--- src/hw/rtl/maidr_pkg.sv ---
// maidr_pkg: shared types and constants of the MMIO register block with ALU, IRQ and DMA.
// Used by maidr_alu, maidr_core and mmio_alu_irq_dma_regs_top. No dependencies.
`timescale 1ns / 1ps

package maidr_pkg;

   localparam int CSR_INDEX_W = 2;

   localparam logic [CSR_INDEX_W-1:0] CSR_MSI_MODE   = 2'd0;
   localparam logic [CSR_INDEX_W-1:0] CSR_HOST_MASK  = 2'd1;
   localparam logic [CSR_INDEX_W-1:0] CSR_DELAY      = 2'd2;

   localparam logic [63:0] HOST_MASK_RESET = 64'h0000_0000_0fff_ffff;
   localparam logic [15:0] DELAY_RESET     = 16'd100;

   localparam logic [1:0] OP_READ  = 2'd0;
   localparam logic [1:0] OP_WRITE = 2'd1;
   localparam logic [1:0] OP_TICK  = 2'd2;

   localparam logic [19:0] ADDR_ID        = 20'h00000;
   localparam logic [19:0] ADDR_OPERAND_A = 20'h00010;
   localparam logic [19:0] ADDR_OPERAND_B = 20'h00014;
   localparam logic [19:0] ADDR_OPCODE    = 20'h00018;
   localparam logic [19:0] ADDR_ALU       = 20'h00030;
   localparam logic [19:0] ADDR_IRQ_STAT  = 20'h00040;
   localparam logic [19:0] ADDR_IRQ_RAISE = 20'h00044;
   localparam logic [19:0] ADDR_IRQ_CLEAR = 20'h00048;
   localparam logic [19:0] ADDR_DMA_SRC   = 20'h00080;
   localparam logic [19:0] ADDR_DMA_DST   = 20'h00088;
   localparam logic [19:0] ADDR_DMA_LEN   = 20'h00090;
   localparam logic [19:0] ADDR_DMA_CMD   = 20'h00098;
   localparam logic [19:0] ADDR_WIDE_BASE = 20'h00080;

   localparam logic [3:0] SIZE_WORD  = 4'd4;
   localparam logic [3:0] SIZE_DWORD = 4'd8;

   localparam logic [31:0] ID_VALUE   = 32'h1234_5678;
   localparam logic [31:0] ALU_ADD    = 32'd1;
   localparam logic [31:0] ALU_MUL    = 32'd2;
   localparam logic [31:0] ALU_NONE   = 32'h0000_00ff;

   localparam int CMD_RUN_BIT  = 0;
   localparam int CMD_HOST_BIT = 1;
   localparam int CMD_IRQ_BIT  = 2;
   localparam logic [31:0] IRQ_DMA_MASK = 32'h0000_0004;

   typedef struct packed {
      logic [1:0]  operation;
      logic [19:0] address;
      logic [3:0]  access_size;
      logic [63:0] write_data;
   } req_type;

   typedef struct packed {
      logic [63:0] read_data;
      logic        irq_line;
      logic        msi_pulse;
      logic        transfer_valid;
      logic        transfer_to_host;
      logic [63:0] transfer_host_address;
      logic [11:0] transfer_buffer_offset;
      logic [12:0] transfer_length;
      logic        range_error;
   } rsp_type;

   typedef struct packed {
      logic        msi_mode;
      logic [63:0] host_address_mask;
      logic [15:0] transfer_delay_ticks;
   } cfg_type;

endpackage

--- src/hw/rtl/mmio_alu_irq_dma_regs_top.sv ---
// Usage:
//   req_*  : input items (bus read, bus write or timer tick), valid/ready.
//   rsp_*  : one result item per input item, in order, valid/ready.
//   csr_*  : configuration writes (msi mode, host address mask, transfer
//            delay); always ready. The user must write them only while the block is idle (not enforced).
// Structure: input register, one pass of decode/ALU/IRQ/DMA logic, result
// register. The state is updated as the item moves into the result register,
// so the next item sees it.
// Throughput: one item per cycle while rsp_ready is high; the 32x32 multiply
// of the ALU read sits between the operand registers and the result register.
// Reset (synchronous): both stages empty, registers to their reset values,
// config to msi off, mask 0x0fffffff, delay 100 ticks.
// Stall: while rsp_ready is low the result holds; one more item is taken
// into the input register, then req_ready drops.
// Depends on maidr_pkg, maidr_core, maidr_alu.
`timescale 1ns / 1ps

module mmio_alu_irq_dma_regs_top #(
   parameter int unsigned BUFFER_BYTES = 4096,
   parameter int unsigned BUFFER_BASE  = 262144
) (
   input  logic                                 clock,
   input  logic                                 reset,
   input  logic                                 req_valid,
   output logic                                 req_ready,
   input  maidr_pkg::req_type                   req_item,
   output logic                                 rsp_valid,
   input  logic                                 rsp_ready,
   output maidr_pkg::rsp_type                   rsp_item,
   input  logic                                 csr_valid,
   output logic                                 csr_ready,
   input  logic [maidr_pkg::CSR_INDEX_W-1:0]    csr_index,
   input  logic [63:0]                          csr_data
);

   maidr_pkg::cfg_type cfg_ff, cfg_in;
   maidr_pkg::req_type in_ff;
   logic               in_valid_ff, in_valid_in;
   maidr_pkg::rsp_type out_ff;
   logic               out_valid_ff, out_valid_in;
   maidr_pkg::rsp_type core_res;
   logic               fire;

   assign fire      = in_valid_ff && (!out_valid_ff || rsp_ready);
   assign req_ready = !in_valid_ff || fire;
   assign csr_ready = 1'b1;
   assign rsp_valid = out_valid_ff;
   assign rsp_item  = out_ff;

   assign in_valid_in  = (req_valid && req_ready) || (in_valid_ff && !fire);
   assign out_valid_in = fire || (out_valid_ff && !rsp_ready);

   always_comb begin
      cfg_in = cfg_ff;
      if (csr_valid) begin
         unique case (csr_index)
            maidr_pkg::CSR_MSI_MODE:  cfg_in.msi_mode             = csr_data[0];
            maidr_pkg::CSR_HOST_MASK: cfg_in.host_address_mask    = csr_data;
            maidr_pkg::CSR_DELAY:     cfg_in.transfer_delay_ticks = csr_data[15:0];
            default: ;
         endcase
      end
   end

   maidr_core #(
      .BUFFER_BYTES (BUFFER_BYTES),
      .BUFFER_BASE  (BUFFER_BASE)
   ) u_core (
      .clock (clock),
      .reset (reset),
      .fire  (fire),
      .item  (in_ff),
      .cfg   (cfg_ff),
      .res   (core_res)
   );

   always_ff @(posedge clock) begin
      if (reset) begin
         cfg_ff.msi_mode             <= 1'b0;
         cfg_ff.host_address_mask    <= maidr_pkg::HOST_MASK_RESET;
         cfg_ff.transfer_delay_ticks <= maidr_pkg::DELAY_RESET;
         in_valid_ff                 <= 1'b0;
         out_valid_ff                <= 1'b0;
      end else begin
         cfg_ff       <= cfg_in;
         in_valid_ff  <= in_valid_in;
         out_valid_ff <= out_valid_in;
      end
   end

   always_ff @(posedge clock) begin
      if (req_valid && req_ready) begin
         in_ff <= req_item;
      end
      if (fire) begin
         out_ff <= core_res;
      end
   end

endmodule

--- src/hw/rtl/maidr_alu.sv ---
// maidr_alu: sum or product of the two operand registers, selected by the opcode; 0xff for any other opcode.
// Depends on maidr_pkg.
`timescale 1ns / 1ps

module maidr_alu (
   input  logic [31:0] operand_a,
   input  logic [31:0] operand_b,
   input  logic [31:0] opcode,
   output logic [31:0] result
);

   logic [31:0] sum;
   logic [31:0] prod;

   assign sum  = operand_a + operand_b;
   assign prod = operand_a * operand_b;

   always_comb begin
      priority if (opcode == maidr_pkg::ALU_ADD) begin
         result = sum;
      end else if (opcode == maidr_pkg::ALU_MUL) begin
         result = prod;
      end else begin
         result = maidr_pkg::ALU_NONE;
      end
   end

endmodule

--- src/hw/rtl/maidr_core.sv ---
// maidr_core: register state, bus decode, interrupt logic and DMA delay/request logic.
// Computes one result per item from the staged item; depends on maidr_pkg, maidr_alu.
`timescale 1ns / 1ps

module maidr_core #(
   parameter int unsigned BUFFER_BYTES = 4096,
   parameter int unsigned BUFFER_BASE  = 262144
) (
   input  logic                clock,
   input  logic                reset,
   input  logic                fire,
   input  maidr_pkg::req_type  item,
   input  maidr_pkg::cfg_type  cfg,
   output maidr_pkg::rsp_type  res
);

   localparam logic [63:0] BufBase  = 64'(BUFFER_BASE);
   localparam logic [63:0] BufBytes = 64'(BUFFER_BYTES);

   logic [31:0] opa_ff, opa_in;
   logic [31:0] opb_ff, opb_in;
   logic [31:0] opcode_ff, opcode_in;
   logic [31:0] status_ff, status_in;
   logic        level_ff, level_in;
   logic [63:0] src_ff, src_in;
   logic [63:0] dst_ff, dst_in;
   logic [63:0] len_ff, len_in;
   logic [63:0] cmd_ff, cmd_in;
   logic [15:0] delay_ff, delay_in;

   logic [31:0] alu_result;

   maidr_alu u_alu (
      .operand_a (opa_ff),
      .operand_b (opb_ff),
      .opcode    (opcode_ff),
      .result    (alu_result)
   );

   always_comb begin
      logic        size_ok;
      logic        running;
      logic [63:0] wide;
      logic [31:0] stat_n;
      logic        to_host;
      logic [63:0] buf_addr;
      logic [63:0] host_addr;
      logic [63:0] rel;
      logic        in_range;

      opa_in    = opa_ff;
      opb_in    = opb_ff;
      opcode_in = opcode_ff;
      status_in = status_ff;
      level_in  = level_ff;
      src_in    = src_ff;
      dst_in    = dst_ff;
      len_in    = len_ff;
      cmd_in    = cmd_ff;
      delay_in  = delay_ff;
      res       = '0;

      if (item.address < maidr_pkg::ADDR_WIDE_BASE) begin
         size_ok = item.access_size == maidr_pkg::SIZE_WORD;
      end else begin
         size_ok = item.access_size == maidr_pkg::SIZE_WORD ||
                   item.access_size == maidr_pkg::SIZE_DWORD;
      end
      running  = cmd_ff[maidr_pkg::CMD_RUN_BIT];
      wide     = (item.access_size == maidr_pkg::SIZE_WORD) ?
                 {32'd0, item.write_data[31:0]} : item.write_data;
      stat_n   = status_ff;
      to_host  = cmd_ff[maidr_pkg::CMD_HOST_BIT];
      buf_addr = to_host ? src_ff : dst_ff;
      host_addr = to_host ? dst_ff : src_ff;
      rel      = buf_addr - BufBase;
      in_range = (buf_addr >= BufBase) && (rel <= BufBytes) && (len_ff <= BufBytes - rel);

      unique case (item.operation)
         maidr_pkg::OP_READ: begin
            if (!size_ok) begin
               res.read_data = '1;
            end else begin
               unique case (item.address)
                  maidr_pkg::ADDR_ID:        res.read_data = {32'd0, maidr_pkg::ID_VALUE};
                  maidr_pkg::ADDR_OPERAND_A: res.read_data = {32'd0, opa_ff};
                  maidr_pkg::ADDR_OPERAND_B: res.read_data = {32'd0, opb_ff};
                  maidr_pkg::ADDR_OPCODE:    res.read_data = {32'd0, opcode_ff};
                  maidr_pkg::ADDR_ALU:       res.read_data = {32'd0, alu_result};
                  maidr_pkg::ADDR_IRQ_STAT:  res.read_data = {32'd0, status_ff};
                  maidr_pkg::ADDR_DMA_SRC:   res.read_data = src_ff;
                  maidr_pkg::ADDR_DMA_DST:   res.read_data = dst_ff;
                  maidr_pkg::ADDR_DMA_LEN:   res.read_data = len_ff;
                  maidr_pkg::ADDR_DMA_CMD:   res.read_data = cmd_ff;
                  default:                   res.read_data = '1;
               endcase
            end
         end
         maidr_pkg::OP_WRITE: begin
            if (size_ok) begin
               unique case (item.address)
                  maidr_pkg::ADDR_OPERAND_A: opa_in    = item.write_data[31:0];
                  maidr_pkg::ADDR_OPERAND_B: opb_in    = item.write_data[31:0];
                  maidr_pkg::ADDR_OPCODE:    opcode_in = item.write_data[31:0];
                  maidr_pkg::ADDR_IRQ_RAISE: begin
                     stat_n    = status_ff | item.write_data[31:0];
                     status_in = stat_n;
                     if (stat_n != '0) begin
                        if (cfg.msi_mode) begin
                           res.msi_pulse = 1'b1;
                        end else begin
                           level_in = 1'b1;
                        end
                     end
                  end
                  maidr_pkg::ADDR_IRQ_CLEAR: begin
                     stat_n    = status_ff & ~item.write_data[31:0];
                     status_in = stat_n;
                     if (stat_n == '0 && !cfg.msi_mode) begin
                        level_in = 1'b0;
                     end
                  end
                  maidr_pkg::ADDR_DMA_SRC: if (!running) src_in = wide;
                  maidr_pkg::ADDR_DMA_DST: if (!running) dst_in = wide;
                  maidr_pkg::ADDR_DMA_LEN: if (!running) len_in = wide;
                  maidr_pkg::ADDR_DMA_CMD: begin
                     if (wide[maidr_pkg::CMD_RUN_BIT] && !running) begin
                        cmd_in   = wide;
                        delay_in = cfg.transfer_delay_ticks;
                     end
                  end
                  default: ;
               endcase
            end
         end
         maidr_pkg::OP_TICK: begin
            if (running) begin
               if (delay_ff > 16'd1) begin
                  delay_in = delay_ff - 16'd1;
               end else begin
                  delay_in = '0;
                  if (in_range) begin
                     res.transfer_valid         = 1'b1;
                     res.transfer_to_host       = to_host;
                     res.transfer_host_address  = host_addr & cfg.host_address_mask;
                     res.transfer_buffer_offset = rel[11:0];
                     res.transfer_length        = len_ff[12:0];
                  end else begin
                     res.range_error = 1'b1;
                  end
                  cmd_in[maidr_pkg::CMD_RUN_BIT] = 1'b0;
                  if (cmd_ff[maidr_pkg::CMD_IRQ_BIT]) begin
                     status_in = status_ff | maidr_pkg::IRQ_DMA_MASK;
                     if (cfg.msi_mode) begin
                        res.msi_pulse = 1'b1;
                     end else begin
                        level_in = 1'b1;
                     end
                  end
               end
            end
         end
         default: ;
      endcase

      res.irq_line = level_in;
   end

   always_ff @(posedge clock) begin
      if (reset) begin
         opa_ff    <= 32'd1;
         opb_ff    <= 32'd2;
         opcode_ff <= maidr_pkg::ALU_ADD;
         status_ff <= '0;
         level_ff  <= 1'b0;
         src_ff    <= '0;
         dst_ff    <= '0;
         len_ff    <= '0;
         cmd_ff    <= '0;
         delay_ff  <= '0;
      end else if (fire) begin
         opa_ff    <= opa_in;
         opb_ff    <= opb_in;
         opcode_ff <= opcode_in;
         status_ff <= status_in;
         level_ff  <= level_in;
         src_ff    <= src_in;
         dst_ff    <= dst_in;
         len_ff    <= len_in;
         cmd_ff    <= cmd_in;
         delay_ff  <= delay_in;
      end
   end

   a_run_clears: assert property (@(posedge clock) disable iff (reset)
      fire && item.operation == maidr_pkg::OP_TICK && cmd_ff[maidr_pkg::CMD_RUN_BIT] &&
      delay_ff <= 16'd1 |=> !cmd_ff[maidr_pkg::CMD_RUN_BIT])
      else $error("run bit not cleared on completion");

   a_dma_locked: assert property (@(posedge clock) disable iff (reset)
      cmd_ff[maidr_pkg::CMD_RUN_BIT] |=> $stable(src_ff) && $stable(dst_ff) && $stable(len_ff))
      else $error("DMA descriptor changed while running");

   a_req_xor_err: assert property (@(posedge clock) disable iff (reset)
      res.transfer_valid |-> !res.range_error)
      else $error("request issued with range error");

   a_pulse_mode: assert property (@(posedge clock) disable iff (reset)
      res.msi_pulse |-> cfg.msi_mode && !level_in == !level_ff)
      else $error("message pulse outside message mode");

endmodule
--- config.mk ---
export PLATFORM = sky130hd
export DESIGN_NAME = mmio_alu_irq_dma_regs_top
export DESIGN_NICKNAME = d
export VERILOG_FILES = /design/src/hw/rtl/maidr_pkg.sv /design/src/hw/rtl/mmio_alu_irq_dma_regs_top.sv /design/src/hw/rtl/maidr_alu.sv /design/src/hw/rtl/maidr_core.sv
export SDC_FILE = /design/constraint.sdc
export NUM_CORES = 2
export LEC_CHECK = 0
export ABC_CLOCK_PERIOD_IN_PS = 20700
export BUFFER_PORTS_ARGS = -buffer_cell sky130_fd_sc_hd__buf_2
export CORE_AREA = 4 4 371 373
export CTS_CLUSTER_SIZE = 20
export DETAILED_ROUTE_END_ITERATION = 12
export DIE_AREA = 0 0 375 377
export PLACE_DENSITY = 0.62
export SLEW_MARGIN = 10
export SYNTH_ARGS = -nofsm -noshare
export SYNTH_HDL_FRONTEND = slang
export SYNTH_SLANG_ARGS = --single-unit
--- constraint.sdc ---
create_clock -name clock -period 20.7 [get_ports clock]
set_input_delay 2.07 -clock clock [delete_from_list [all_inputs] [get_ports clock]]
set_output_delay 2.07 -clock clock [all_outputs]
set_load 0.01 [all_outputs]
==> reports/metrics.yaml <==
cts.sinks: 732
worstSetupStartpointType: "register"
reg2reg_to: "rsp_item[114]"
criticalPathCategory: "reg -> reg"
grt_pass1_vias: 44606
cts_tree: "yes"
final-setup-viol-count: 0
ys_top_cells_by_area: "dfxtp_1 (18%), fa_1 (15%), edfxtp_1 (14%)"
reg2reg_depth: 25
yosys_warnings: 0
worstMarginPinSlew_ns: 1.27
fin_area_sq_mm: 0.0594
clk_latency_ns: 0.70
cp-end-kind: "register"
regToRegSetupSlack_ns: 12.11
cp_data_arrival_time_ns: 8.94
areaGrowthSynthToFinish_pct: 11.2
synth-edff-count: 248
drc: 0
synth_most_common_cell: "nand2_1"
synth-async-reset-ratio_pct: 0
synth_area_sq_mm: 0.0534
die-area_sq_mm: 0.141
wl_microns: 197000
syn_avg_cell_area_sq_um: 8.82
vias: 46453
hold_path_class: "reg -> reg"
hold_end: "u_core.opb_ff[3]"
yosys.cell_types.count: 88
cts_buffer_depth: 3
holdCritStartpoint: "u_core.opb_ff[3]"
holdPathStages: 2
grt_max_degree: 215
cts_resized: 0
reg2reg_from: "u_core.opa_ff[2]"
min_period_ns: 8.59
die_w_microns: 375
routed_via_density: 5.82
powerDensity_mw_per_mm2: 55.5
drive_above_1_share_pct: 12.7
cts-root-buf: "clkbuf_16"
synth_top_cell_area_share_pct: 18.1
crit_slowest_cell: "dfxtp_1"
first_iter_violations: 5879
cts_setup_buffers: 0
path_common_cell: "fa_1"
finalCritPeriodShare_pct: 41.5
ctsHoldBuffers: 0
max_freq_mhz: 116
finalPower_w: 0.00330
antenna_found_initial: 7
grt_use_total_pct: 27.1
grt_pass1_wl_microns: 291000
synth_commonest_cells: "nand2_1 (1226), a21oi_1 (524), inv_1 (502)"
leakage_nw: 22.9
finalNetCount: 6923
grt_setup_unrepaired: "no"
port-buffer-count: 320
peakVddDrop_mv: 0.0555
ys_ff_latch: 732
nFillCells: 13161
cts_buffers: 85
synth_flop_cell: "dfxtp_1"
finClkSkew_ns: 0.0477
slew_headroom_pct: 15.2
path_max_fanout: 22
finalMaxSlewViolations: 0
cp.required_ns: 21.05
start_util_pct: 39.7
cts_max_level: 3
placed_cell_area_sq_mm: 0.0564
seq_area_sq_mm: 0.0171
multi_input_area_sq_mm: 0.0328
syn_nets: 6853
hpwlAfterDp_microns: 140000
globalplace.congestion: 0.976
die_h_microns: 377
avgRoutedWirePerCell_microns: 24.7
core.rowCount: 135
synth_cells: 6056
ant_nets: 0
slowest_delay_ns: 0.78
seq_area_frac_synth_pct: 32.1
io_pins: 322
core-area_sq_mm: 0.135
setup_tns_ns: 0
drt_pass1_iterations: 12
hold_viol: 0
status: "finished, final reports clean"
yosys.area.top_type: "dfxtp_1"
grt_overflow: 0
path_clk_slew_ns: 0.05
maxCapViolations: 0
-- cells in the final DEF, fill, tap and decap left out, types with 22 or more instances in the layout --
master and count:
nand4_1 54, mux2i_1 59, clkbuf_16 88, a22oi_1 43, a211oi_1 23, nor3_1 58
nand2_1 1222, a31oi_1 58, a222oi_1 86, inv_1 500, a21oi_1 523, buf_2 319
xnor2_1 140, nor2_1 196, o21ai_0 115, a221oi_1 29, buf_4 96, edfxtp_1 248
nor4_2 94, fa_1 409, and3_1 22, dfxtp_1 483, nand3_1 181, o22ai_1 32
ha_1 226, nand3b_1 38, xor2_1 76, and2_1 284, nor4_1 59, a21o_1 26
mux2_2 76
-- state kept, by name, indices dropped and copies added, names as in the netlist --
| name | cells |
|---|---|
| cfg_ff | 81 |
| in_ff | 90 |
| in_valid_ff | 1 |
| rsp_item | 158 |
| rsp_valid | 1 |
| u_core.cmd_ff | 64 |
| u_core.delay_ff | 16 |
| u_core.dst_ff | 64 |
| u_core.len_ff | 64 |
| u_core.level_ff | 1 |
| u_core.opa_ff | 32 |
| u_core.opb_ff | 32 |
| u_core.opcode_ff | 32 |
| u_core.src_ff | 64 |
| u_core.status_ff | 32 |
-- layout make-up --
type                    instances  share of cell area [%]
diodes                          7                  0.0295
clock buffers                 115                    4.04
clock inverters                44                   0.973
inverters                     502                    3.19
multi-input cells            4388                    55.2
flip-flops and latches        732                    28.9
well taps                    1781                    3.75
repair buffers                417                    3.96
-- kinds of logic after synthesis --
logic type,after synthesis,share of synthesized area (%)
buffers and inverters,936,6.85
and+or+nand+nor,2339,21.7
xor gates and xnor gates,218,3.62
other,1,0.00702
DFF,732,32.1
AOI/OAI and AO/OA,1057,12.4
muxes,137,2.76
adders and majority gates,636,20.7
-- power by group --
part	switching, W	internal (W)
combinational	0.0000889	0.0000397
sequential	0.0000388	0.00152
clock	0.000662	0.000948
total	0.000789	0.00251
-- worst max-delay path by stage --
stage	start	endpoint	depth (start not counted)	slack [ns]
floorplan	u_core.cmd_ff[1]	rsp_item[0]	34	12.68
global placement	u_core.opb_ff[7]	rsp_item[120]	22	12.12
detailed placement	u_core.opa_ff[2]	rsp_item[120]	24	12.15
CTS	u_core.opa_ff[2]	rsp_item[120]	24	12.14
global route	u_core.cmd_ff[1]	rsp_item[42]	22	11.57
finish	u_core.opa_ff[2]	rsp_item[114]	25	12.11
-- critical path: cells and delay by family (launching register included) --
kind	cells	cell delay (ns)
AOI/OAI and AO/OA	6	1.99
DFF	1	0.78
xor gates and xnor gates	1	0.41
buffers and inverters	6	0.75
and+or+nand+nor	3	0.47
adders and majority gates	9	3.86
-- per-stage QoR --
step | setup WS, ns | util (%) | instances | hold slack [ns]
2_1_floorplan | 12.68 | - | 6056 | 0.431
3_3_place_gp | 12.12 | 41.9 | 7820 | 0.437
3_5_place_dp | 12.15 | 41.9 | 7820 | 0.445
4_1_cts | 12.14 | 44.1 | 7979 | 0.451
5_1_grt | 11.57 | 44.1 | 7979 | 0.460
6_report | 12.11 | 44.1 | 7986 | 0.449
-- metal layers --
metal	vias to the layer above	part of all wire [%]	track usage, %	routed length [microns]
met4	0	5.1	12.0	10100
li1	20718	-	-	-
met3	454	10	5.28	19700
met1	22764	41	36.8	80400
met2	2517	44	42.0	87200
met5	-	0	0	0
No activity file was read; power rests on OpenSTA's default activity.
